<file path="src/hdl/mmtb_pkg.sv">
`timescale 1ns / 1ps
`default_nettype none
// ----------------------------------------------------------------------------
// mmtb_pkg: shared types and constants
// Field widths, codes, default sizes and the command and status words that
// pass between the controller and the datapath of the matrix multiplier.
// ----------------------------------------------------------------------------
package mmtb_pkg;

	localparam int MAX_ROWS_DEF  = 8;
	localparam int MAX_COLS_DEF  = 8;
	localparam int MAX_DEPTH_DEF = 64;

	localparam int ACTION_W    = 2;
	localparam int ROW_W       = 3;
	localparam int DEPTH_IDX_W = 6;
	localparam int ELEM_W      = 16;
	localparam int PROD_W      = 2 * ELEM_W;
	localparam int VALUE_W     = 38;

	localparam int CNT_W       = 4;
	localparam int DEPTH_CNT_W = 7;
	localparam int CFG_INDEX_W = 2;
	localparam int CFG_DATA_W  = 7;

	localparam logic [CNT_W-1:0]       RST_ROWS  = CNT_W'(8);
	localparam logic [CNT_W-1:0]       RST_COLS  = CNT_W'(8);
	localparam logic [DEPTH_CNT_W-1:0] RST_DEPTH = DEPTH_CNT_W'(64);

	typedef enum logic [ACTION_W-1:0] {
		ACT_LOAD_A = 2'd0,
		ACT_LOAD_B = 2'd1,
		ACT_RUN    = 2'd2
	} action_t;

	typedef enum logic [CFG_INDEX_W-1:0] {
		REG_ROWS  = 2'd0,
		REG_COLS  = 2'd1,
		REG_DEPTH = 2'd2
	} reg_index_t;

	typedef struct packed {
		logic wr_a;
		logic wr_b;
		logic issue;
		logic first;
		logic last_beat;
		logic last_result;
	} dp_cmd_t;

	typedef struct packed {
		logic busy;
		logic out_full;
	} dp_status_t;

	function automatic int width_of(input int n);
		return (n <= 1) ? 1 : $clog2(n);
	endfunction

	function automatic int clamp_count(input int v, input int maxv);
		if (v < 1) begin
			return 1;
		end
		if (v > maxv) begin
			return maxv;
		end
		return v;
	endfunction

endpackage
`default_nettype wire

</file>
<file path="src/hdl/mmtb_ifs.sv">
`timescale 1ns / 1ps
`default_nettype none
// ----------------------------------------------------------------------------
// mmtb_ifs: channel interfaces
// Input, result and register-write channels with valid/ready handshakes.
// ----------------------------------------------------------------------------
interface mmtb_req_if;
	logic                              valid;
	logic                              ready;
	logic [mmtb_pkg::ACTION_W-1:0]     action;
	logic [mmtb_pkg::ROW_W-1:0]        row_index;
	logic [mmtb_pkg::DEPTH_IDX_W-1:0]  depth_index;
	logic signed [mmtb_pkg::ELEM_W-1:0] element_value;

	modport source (output valid, action, row_index, depth_index, element_value,
		input ready);
	modport sink (input valid, action, row_index, depth_index, element_value,
		output ready);
endinterface


interface mmtb_cfg_if;
	logic                             valid;
	logic                             ready;
	logic [mmtb_pkg::CFG_INDEX_W-1:0] index;
	logic [mmtb_pkg::CFG_DATA_W-1:0]  data;

	modport source (output valid, index, data, input ready);
	modport sink (input valid, index, data, output ready);
endinterface
`default_nettype wire

</file>
<file path="src/hdl/mmtb_ctrl.sv">
`timescale 1ns / 1ps
`default_nettype none
// ----------------------------------------------------------------------------
// mmtb_ctrl: run sequencer
// Holds the size registers, accepts input words and steps the row, column
// and depth counters that drive the datapath during a run.
// ----------------------------------------------------------------------------
module mmtb_ctrl #(
	parameter int MAX_ROWS  = mmtb_pkg::MAX_ROWS_DEF,
	parameter int MAX_COLS  = mmtb_pkg::MAX_COLS_DEF,
	parameter int MAX_DEPTH = mmtb_pkg::MAX_DEPTH_DEF
) (
	input  wire                                         clk,
	input  wire                                         arst_n,
	mmtb_req_if.sink                                    req,
	mmtb_cfg_if.sink                                    cfg,
	input  mmtb_pkg::dp_status_t                        st,
	output mmtb_pkg::dp_cmd_t                           cmd,
	output logic [mmtb_pkg::width_of(MAX_ROWS)-1:0]     rd_row_a,
	output logic [mmtb_pkg::width_of(MAX_COLS)-1:0]     rd_row_b,
	output logic [mmtb_pkg::width_of(MAX_DEPTH)-1:0]    rd_depth
);

	localparam int RW = mmtb_pkg::width_of(MAX_ROWS);
	localparam int CW = mmtb_pkg::width_of(MAX_COLS);
	localparam int DW = mmtb_pkg::width_of(MAX_DEPTH);

	typedef enum logic [1:0] {
		S_IDLE,
		S_START,
		S_ISSUE
	} state_t;

	state_t                             state_q;
	logic [RW-1:0]                      i_q, last_i_q;
	logic [CW-1:0]                      j_q, last_j_q;
	logic [DW-1:0]                      p_q, last_p_q;
	logic [mmtb_pkg::CNT_W-1:0]         rows_q, cols_q;
	logic [mmtb_pkg::DEPTH_CNT_W-1:0]   depth_q;
	logic                               accept;
	logic                               row_ok_a, row_ok_b, depth_ok;
	logic                               end_p, end_j, end_i;

	assign req.ready = (state_q == S_IDLE);
	assign cfg.ready = 1'b1;
	assign accept    = req.valid && req.ready;

	assign row_ok_a = (32'(req.row_index) < MAX_ROWS);
	assign row_ok_b = (32'(req.row_index) < MAX_COLS);
	assign depth_ok = (32'(req.depth_index) < MAX_DEPTH);

	assign end_p = (p_q == last_p_q);
	assign end_j = (j_q == last_j_q);
	assign end_i = (i_q == last_i_q);

	assign rd_row_a = i_q;
	assign rd_row_b = j_q;
	assign rd_depth = p_q;

	always_comb begin
		cmd.wr_a        = accept && (req.action == mmtb_pkg::ACT_LOAD_A) && row_ok_a && depth_ok;
		cmd.wr_b        = accept && (req.action == mmtb_pkg::ACT_LOAD_B) && row_ok_b && depth_ok;
		cmd.issue       = (state_q == S_ISSUE);
		cmd.first       = (p_q == '0);
		cmd.last_beat   = end_p;
		cmd.last_result = end_p && end_j && end_i;
	end

	always_ff @(posedge clk or negedge arst_n) begin
		if (!arst_n) begin
			state_q  <= S_IDLE;
			i_q      <= '0;
			j_q      <= '0;
			p_q      <= '0;
			last_i_q <= '0;
			last_j_q <= '0;
			last_p_q <= '0;
			rows_q   <= mmtb_pkg::RST_ROWS;
			cols_q   <= mmtb_pkg::RST_COLS;
			depth_q  <= mmtb_pkg::RST_DEPTH;
		end else begin
			if (cfg.valid) begin
				unique case (cfg.index)
					mmtb_pkg::REG_ROWS:  rows_q  <= cfg.data[mmtb_pkg::CNT_W-1:0];
					mmtb_pkg::REG_COLS:  cols_q  <= cfg.data[mmtb_pkg::CNT_W-1:0];
					mmtb_pkg::REG_DEPTH: depth_q <= cfg.data[mmtb_pkg::DEPTH_CNT_W-1:0];
					default: ;
				endcase
			end
			unique case (state_q)
				S_IDLE: begin
					if (accept && (req.action == mmtb_pkg::ACT_RUN)) begin
						last_i_q <= RW'(mmtb_pkg::clamp_count(int'(rows_q), MAX_ROWS) - 1);
						last_j_q <= CW'(mmtb_pkg::clamp_count(int'(cols_q), MAX_COLS) - 1);
						last_p_q <= DW'(mmtb_pkg::clamp_count(int'(depth_q), MAX_DEPTH) - 1);
						i_q      <= '0;
						j_q      <= '0;
						p_q      <= '0;
						state_q  <= S_START;
					end
				end
				S_START: begin
					if (!st.busy && !st.out_full) begin
						state_q <= S_ISSUE;
					end
				end
				S_ISSUE: begin
					if (end_p) begin
						p_q <= '0;
						if (end_j) begin
							j_q <= '0;
							if (end_i) begin
								state_q <= S_IDLE;
							end else begin
								i_q     <= i_q + 1'b1;
								state_q <= S_START;
							end
						end else begin
							j_q     <= j_q + 1'b1;
							state_q <= S_START;
						end
					end else begin
						p_q <= p_q + 1'b1;
					end
				end
				default: state_q <= S_IDLE;
			endcase
		end
	end

endmodule
`default_nettype wire

</file>
<file path="src/flat_wrapper.sv">
// flat-port wrapper written by rule: the top's interface ports become plain ports
module mmtb_ctrl_flat 
#(
	parameter int MAX_ROWS  = mmtb_pkg::MAX_ROWS_DEF,
	parameter int MAX_COLS  = mmtb_pkg::MAX_COLS_DEF,
	parameter int MAX_DEPTH = mmtb_pkg::MAX_DEPTH_DEF
)
  (clk, arst_n, st, cmd, rd_row_a, rd_row_b, rd_depth, req_valid, req_action, req_row_index, req_depth_index, req_element_value, req_ready, cfg_valid, cfg_index, cfg_data, cfg_ready);
  mmtb_req_if req_i ();
  mmtb_cfg_if cfg_i ();
  input  wire clk;
  input  wire arst_n;
  input  mmtb_pkg::dp_status_t st;
  output mmtb_pkg::dp_cmd_t cmd;
  output logic [mmtb_pkg::width_of(MAX_ROWS)-1:0] rd_row_a;
  output logic [mmtb_pkg::width_of(MAX_COLS)-1:0] rd_row_b;
  output logic [mmtb_pkg::width_of(MAX_DEPTH)-1:0] rd_depth;
  input wire logic [$bits(req_i.valid)-1:0] req_valid;
  input wire logic [$bits(req_i.action)-1:0] req_action;
  input wire logic [$bits(req_i.row_index)-1:0] req_row_index;
  input wire logic [$bits(req_i.depth_index)-1:0] req_depth_index;
  input wire logic [$bits(req_i.element_value)-1:0] req_element_value;
  output wire logic [$bits(req_i.ready)-1:0] req_ready;
  input wire logic [$bits(cfg_i.valid)-1:0] cfg_valid;
  input wire logic [$bits(cfg_i.index)-1:0] cfg_index;
  input wire logic [$bits(cfg_i.data)-1:0] cfg_data;
  output wire logic [$bits(cfg_i.ready)-1:0] cfg_ready;
  assign req_i.valid = req_valid;
  assign req_i.action = req_action;
  assign req_i.row_index = req_row_index;
  assign req_i.depth_index = req_depth_index;
  assign req_i.element_value = req_element_value;
  assign req_ready = req_i.ready;
  assign cfg_i.valid = cfg_valid;
  assign cfg_i.index = cfg_index;
  assign cfg_i.data = cfg_data;
  assign cfg_ready = cfg_i.ready;
  mmtb_ctrl #(.MAX_ROWS(MAX_ROWS), .MAX_COLS(MAX_COLS), .MAX_DEPTH(MAX_DEPTH)) u_core (.clk(clk), .arst_n(arst_n), .req(req_i), .cfg(cfg_i), .st(st), .cmd(cmd), .rd_row_a(rd_row_a), .rd_row_b(rd_row_b), .rd_depth(rd_depth));
endmodule
</file>
<file path="config.mk">
export PLATFORM = sky130hd
export DESIGN_NAME = mmtb_ctrl_flat
export DESIGN_NICKNAME = d
export VERILOG_FILES = /design/src/hdl/mmtb_pkg.sv /design/src/hdl/mmtb_ifs.sv /design/src/hdl/mmtb_ctrl.sv /design/src/flat_wrapper.sv
export SDC_FILE = /design/constraint.sdc
export NUM_CORES = 1
export LEC_CHECK = 0
export BUFFER_PORTS_ARGS = -buffer_cell sky130_fd_sc_hd__buf_2
export CORE_MARGIN = 1.5
export CORE_UTILIZATION = 56
export DETAILED_ROUTE_END_ITERATION = 10
export GPL_TIMING_DRIVEN = 0
export PLACE_DENSITY = 0.88
export RECOVER_POWER = 25
export SKIP_LAST_GASP = 1
export SYNTH_ARGS = -nofsm -noshare
export SYNTH_HDL_FRONTEND = slang
export SYNTH_SLANG_ARGS = --single-unit
</file>
<file path="constraint.sdc">
create_clock -name clk -period 4.6 [get_ports clk]
set_input_delay 1.38 -clock clk [delete_from_list [all_inputs] [get_ports clk]]
set_output_delay 1.38 -clock clk [all_outputs]
set_load 0.02 [all_outputs]
</file>
==> key figures <==
Placed design
  • Input/output buffers: 35
  • Hpwl dp: 2940 µm
  • Global placer's final weighted congestion: 0.811

Routing
  • ANT nets after route: 0
  • DRT Wirelength: slightly above 4000 µm
  • Routed length per instance: 13.8 µm
  • Vias per Instance: about 5.5
  • Via count: 1,626
  • DR pass1 iterations: 4
  • DR iter-0 viols: ~140
  • Drt drc: 0

Clocking
  • CTS Hold Bufs: 0
  • TritonCTS clock tree: built
  • Clock latency on the worst-skew pair: 0.30 ns
  • Sink Count: 41
  • CTS H-tree depth: 2
  • CTS Buffer Depth: 2
  • Total CTS buffers: 5
  • Clock Tree Root: clkbuf_8
  • Number of post-CTS setup repair buffers: 0
  • Post-CTS sizing: 0
  • Clock slew seen by the registers of the worst setup and hold paths: roughly 0.08 ns

Floorplanning
  • Die W: 65.2 µm
  • Core area: 0.00369 mm²
  • Starting Density: 58.8%
  • Die area: around 0.0043 mm²
  • Io pins: 62
  • # rows: 22
  • Die H: 65.2 µm

Timing
  • Final hold vios: 0
  • Clk_skew: 0.0106 ns
  • Slew Limit Headroom: -42.3%
  • WHS: 0.506 ns
  • Setup_tns: 0 ns
  • Final min period: ~3.5 ns
  • F_max: ~280 MHz
  • Final Setup Violations: 0
  • Slew Limit Fails: 42
  • RSZ-0062 raised after global routing: no
  • Slew @ Worst Pin: ~2.1 ns
  • Final Cycle Share: 76.7%

Yosys
  • EDFF count, synth: 0
  • Post-synth top cells: dfrtp_1, nand2_1, mux2_2, o21ai_0, xnor2_1
  • Area contributors post-synth: dfrtp_1, mux2_2, nand2_1
  • Yosys warns: 0
  • Post-Synthesis Cell Area: 0.00217 mm²
  • Asr flop ratio synth: 100%
  • Xor and xnor area share after synthesis: 8.43%
  • Mux contribution to synthesized area: approximately 11%
  • Distinct cells, synth: 47
  • Seq cells post-synth: 41
  • Register area share after synthesis: between 40 and 50%
  • Synth Area in Simple Gates: 16.8%
  • Top FF cell, synth: dfrtp_1
  • Mapped Cells: 204
  • Yosys top cell area share: 43.9%
  • Synth Area in Adders: 4.04%
  • Cell with the most instances after synthesis: dfrtp_1
  • Post-Syn Area per Cell: 10.6 µm²
  • Compound-Gate Fraction of Synth Area: 8.95%
  • Largest family of logic cells by synthesized area: simple AND/OR/NAND/NOR gates
  • Mapped Nets: 253
  • Largest area contributor in the netlist: dfrtp_1

Setup path
  • CP Launch Type: flip-flop
  • Required time of the critical path: about 3.2 ns
  • Crit end category: primary output
  • Worst EP arrival: 2.15 ns
  • Setup Crit Path Kind: flip-flop to primary output
  • Crit-path max FO: 7

Global routing
  • Largest net degree at the start of global routing: 42
  • Total gr overflow: 0
  • Wire length of the first global-routing pass: 7400 µm
  • Vias in the first global route: 1,635
  • Initial antenna violation count: 0
  • Total GRT Usage: 22.5%

Pwr
  • Pwr/cell area: 584 mW/mm²
  • Peak supply drop: 268 µV
  • Pleak: around 1.2 nW
  • Final Total Pwr: 1.46 mW

Finish
  • Antenna cells: 0
  • NumNets Final: 295
  • Fillcell total: 301
  • Fraction of layout cells with a size suffix above 1: about 29%
  • P&R area growth vs syn: 15.4%
  • Multi-input gate area: ~0.0011 mm²
  • Register Area: 0.00103 mm²

Run
  • Max-cap violations: 1

Hold path
  • Worst hold path type: flip-flop to flip-flop

Status
  • Outcome: finished with violations
  • Failing checks: capacitance limit, slew limit
-- cell families after synthesis --
group	count (synthesis)
flip-flops	41
AO/OA/AOI/OAI	32
buffers and inverters	15
adder cells (fa/ha/maj)	7
other	1
XOR/XNOR	17
AND/OR/NAND/NOR	70
multiplexers	21
-- where the power goes --
part,internal (mW),switching (mW)
clock network,0.136,0.121
registers,0.483,0.132
logic,0.272,0.317
-- worst paths after layout --
kind / slack (ns) / to / from / cells after the start
max: 1.07 / cmd[0] / u_core.rd_row_b[0]$_DFFE_PN0P_ / 5
min: 0.51 / u_core.state_q[1]$_DFFE_PN0P_ / u_core.state_q[1]$_DFFE_PN0P_ / 1
max reg2reg: 2.54 / u_core.rd_depth[3]$_DFFE_PN0P_ / u_core.rd_depth[2]$_DFFE_PN0P_ / 5
min reg2reg: 0.51 / u_core.state_q[1]$_DFFE_PN0P_ / u_core.state_q[1]$_DFFE_PN0P_ / 1
max in group asynchronous: 1.68 / u_core.last_i_q[1]$_DFFE_PN0P_ / arst_n / 1
min in group asynchronous: 1.70 / u_core.rd_depth[2]$_DFFE_PN0P_ / arst_n / 1
-- registers in the layout (all words and copies together) (netlist names) --
| name | cells |
|---|---|
| u_core.depth_q | 7 |
| u_core.last_p_q | 6 |
| u_core.rd_depth | 6 |
| u_core.cols_q | 4 |
| u_core.rows_q | 4 |
| u_core.last_i_q | 3 |
| u_core.last_j_q | 3 |
| u_core.rd_row_a | 3 |
| u_core.rd_row_b | 3 |
| u_core.state_q | 2 |
-- per-layer routing --
layer  GRT usage (%)  vias to the layer above  share of wire [%]
met3            5.48                        8                5.3
met4            7.81                        0                1.1
li1                -                      793                  -
met2            37.2                       46                 50
met1            29.0                      779                 44
met5               0                        -                  0
-- layout by cell type, fill, tap and decap left out, types with 5 or more instances in the layout --
cell / n
inv_1: 8
xnor2_1: 10
nand2_1: 24
dfrtp_1: 38
ha_1: 7
buf_2: 34
clkbuf_8: 7
nand3_1: 7
clkbuf_1: 5
nor2_1: 9
o21ai_0: 16
mux2_2: 18
-- layout make-up --
cell class / count / area share [%]
plain buffers: 7 / 1.70
clock buffers: 7 / 3.85
clock inverters: 1 / 0.200
inverters: 8 / 1.20
multi-input cells: 148 / 42.6
flip-flops and latches: 41 / 41.2
well taps: 48 / 2.40
repair buffers: 35 / 6.90
-- worst max-delay path, cell delays in order, from the launching register on --
cell and delay, ns:
dfrtp_1 0.46, xor2_1 0.19, nor3_1 0.62, nor2b_1 0.28, and2_1 0.15, buf_2 0.15
-- metrics by stage --
stage | cell area (µm²) | util (%) | cells | setup slack (ns)
final | 2500 | 67.8 | 295 | 1.07
after CTS | 2500 | 67.9 | 295 | 1.07
after detailed placement | 2400 | 65.1 | 287 | 1.30
after global routing | 2500 | 67.8 | 295 | 0.987
after floorplan | 2170 | - | 204 | 1.25
after global placement | 2400 | 65.1 | 287 | 1.35
Power figures use the tool's default switching activity.
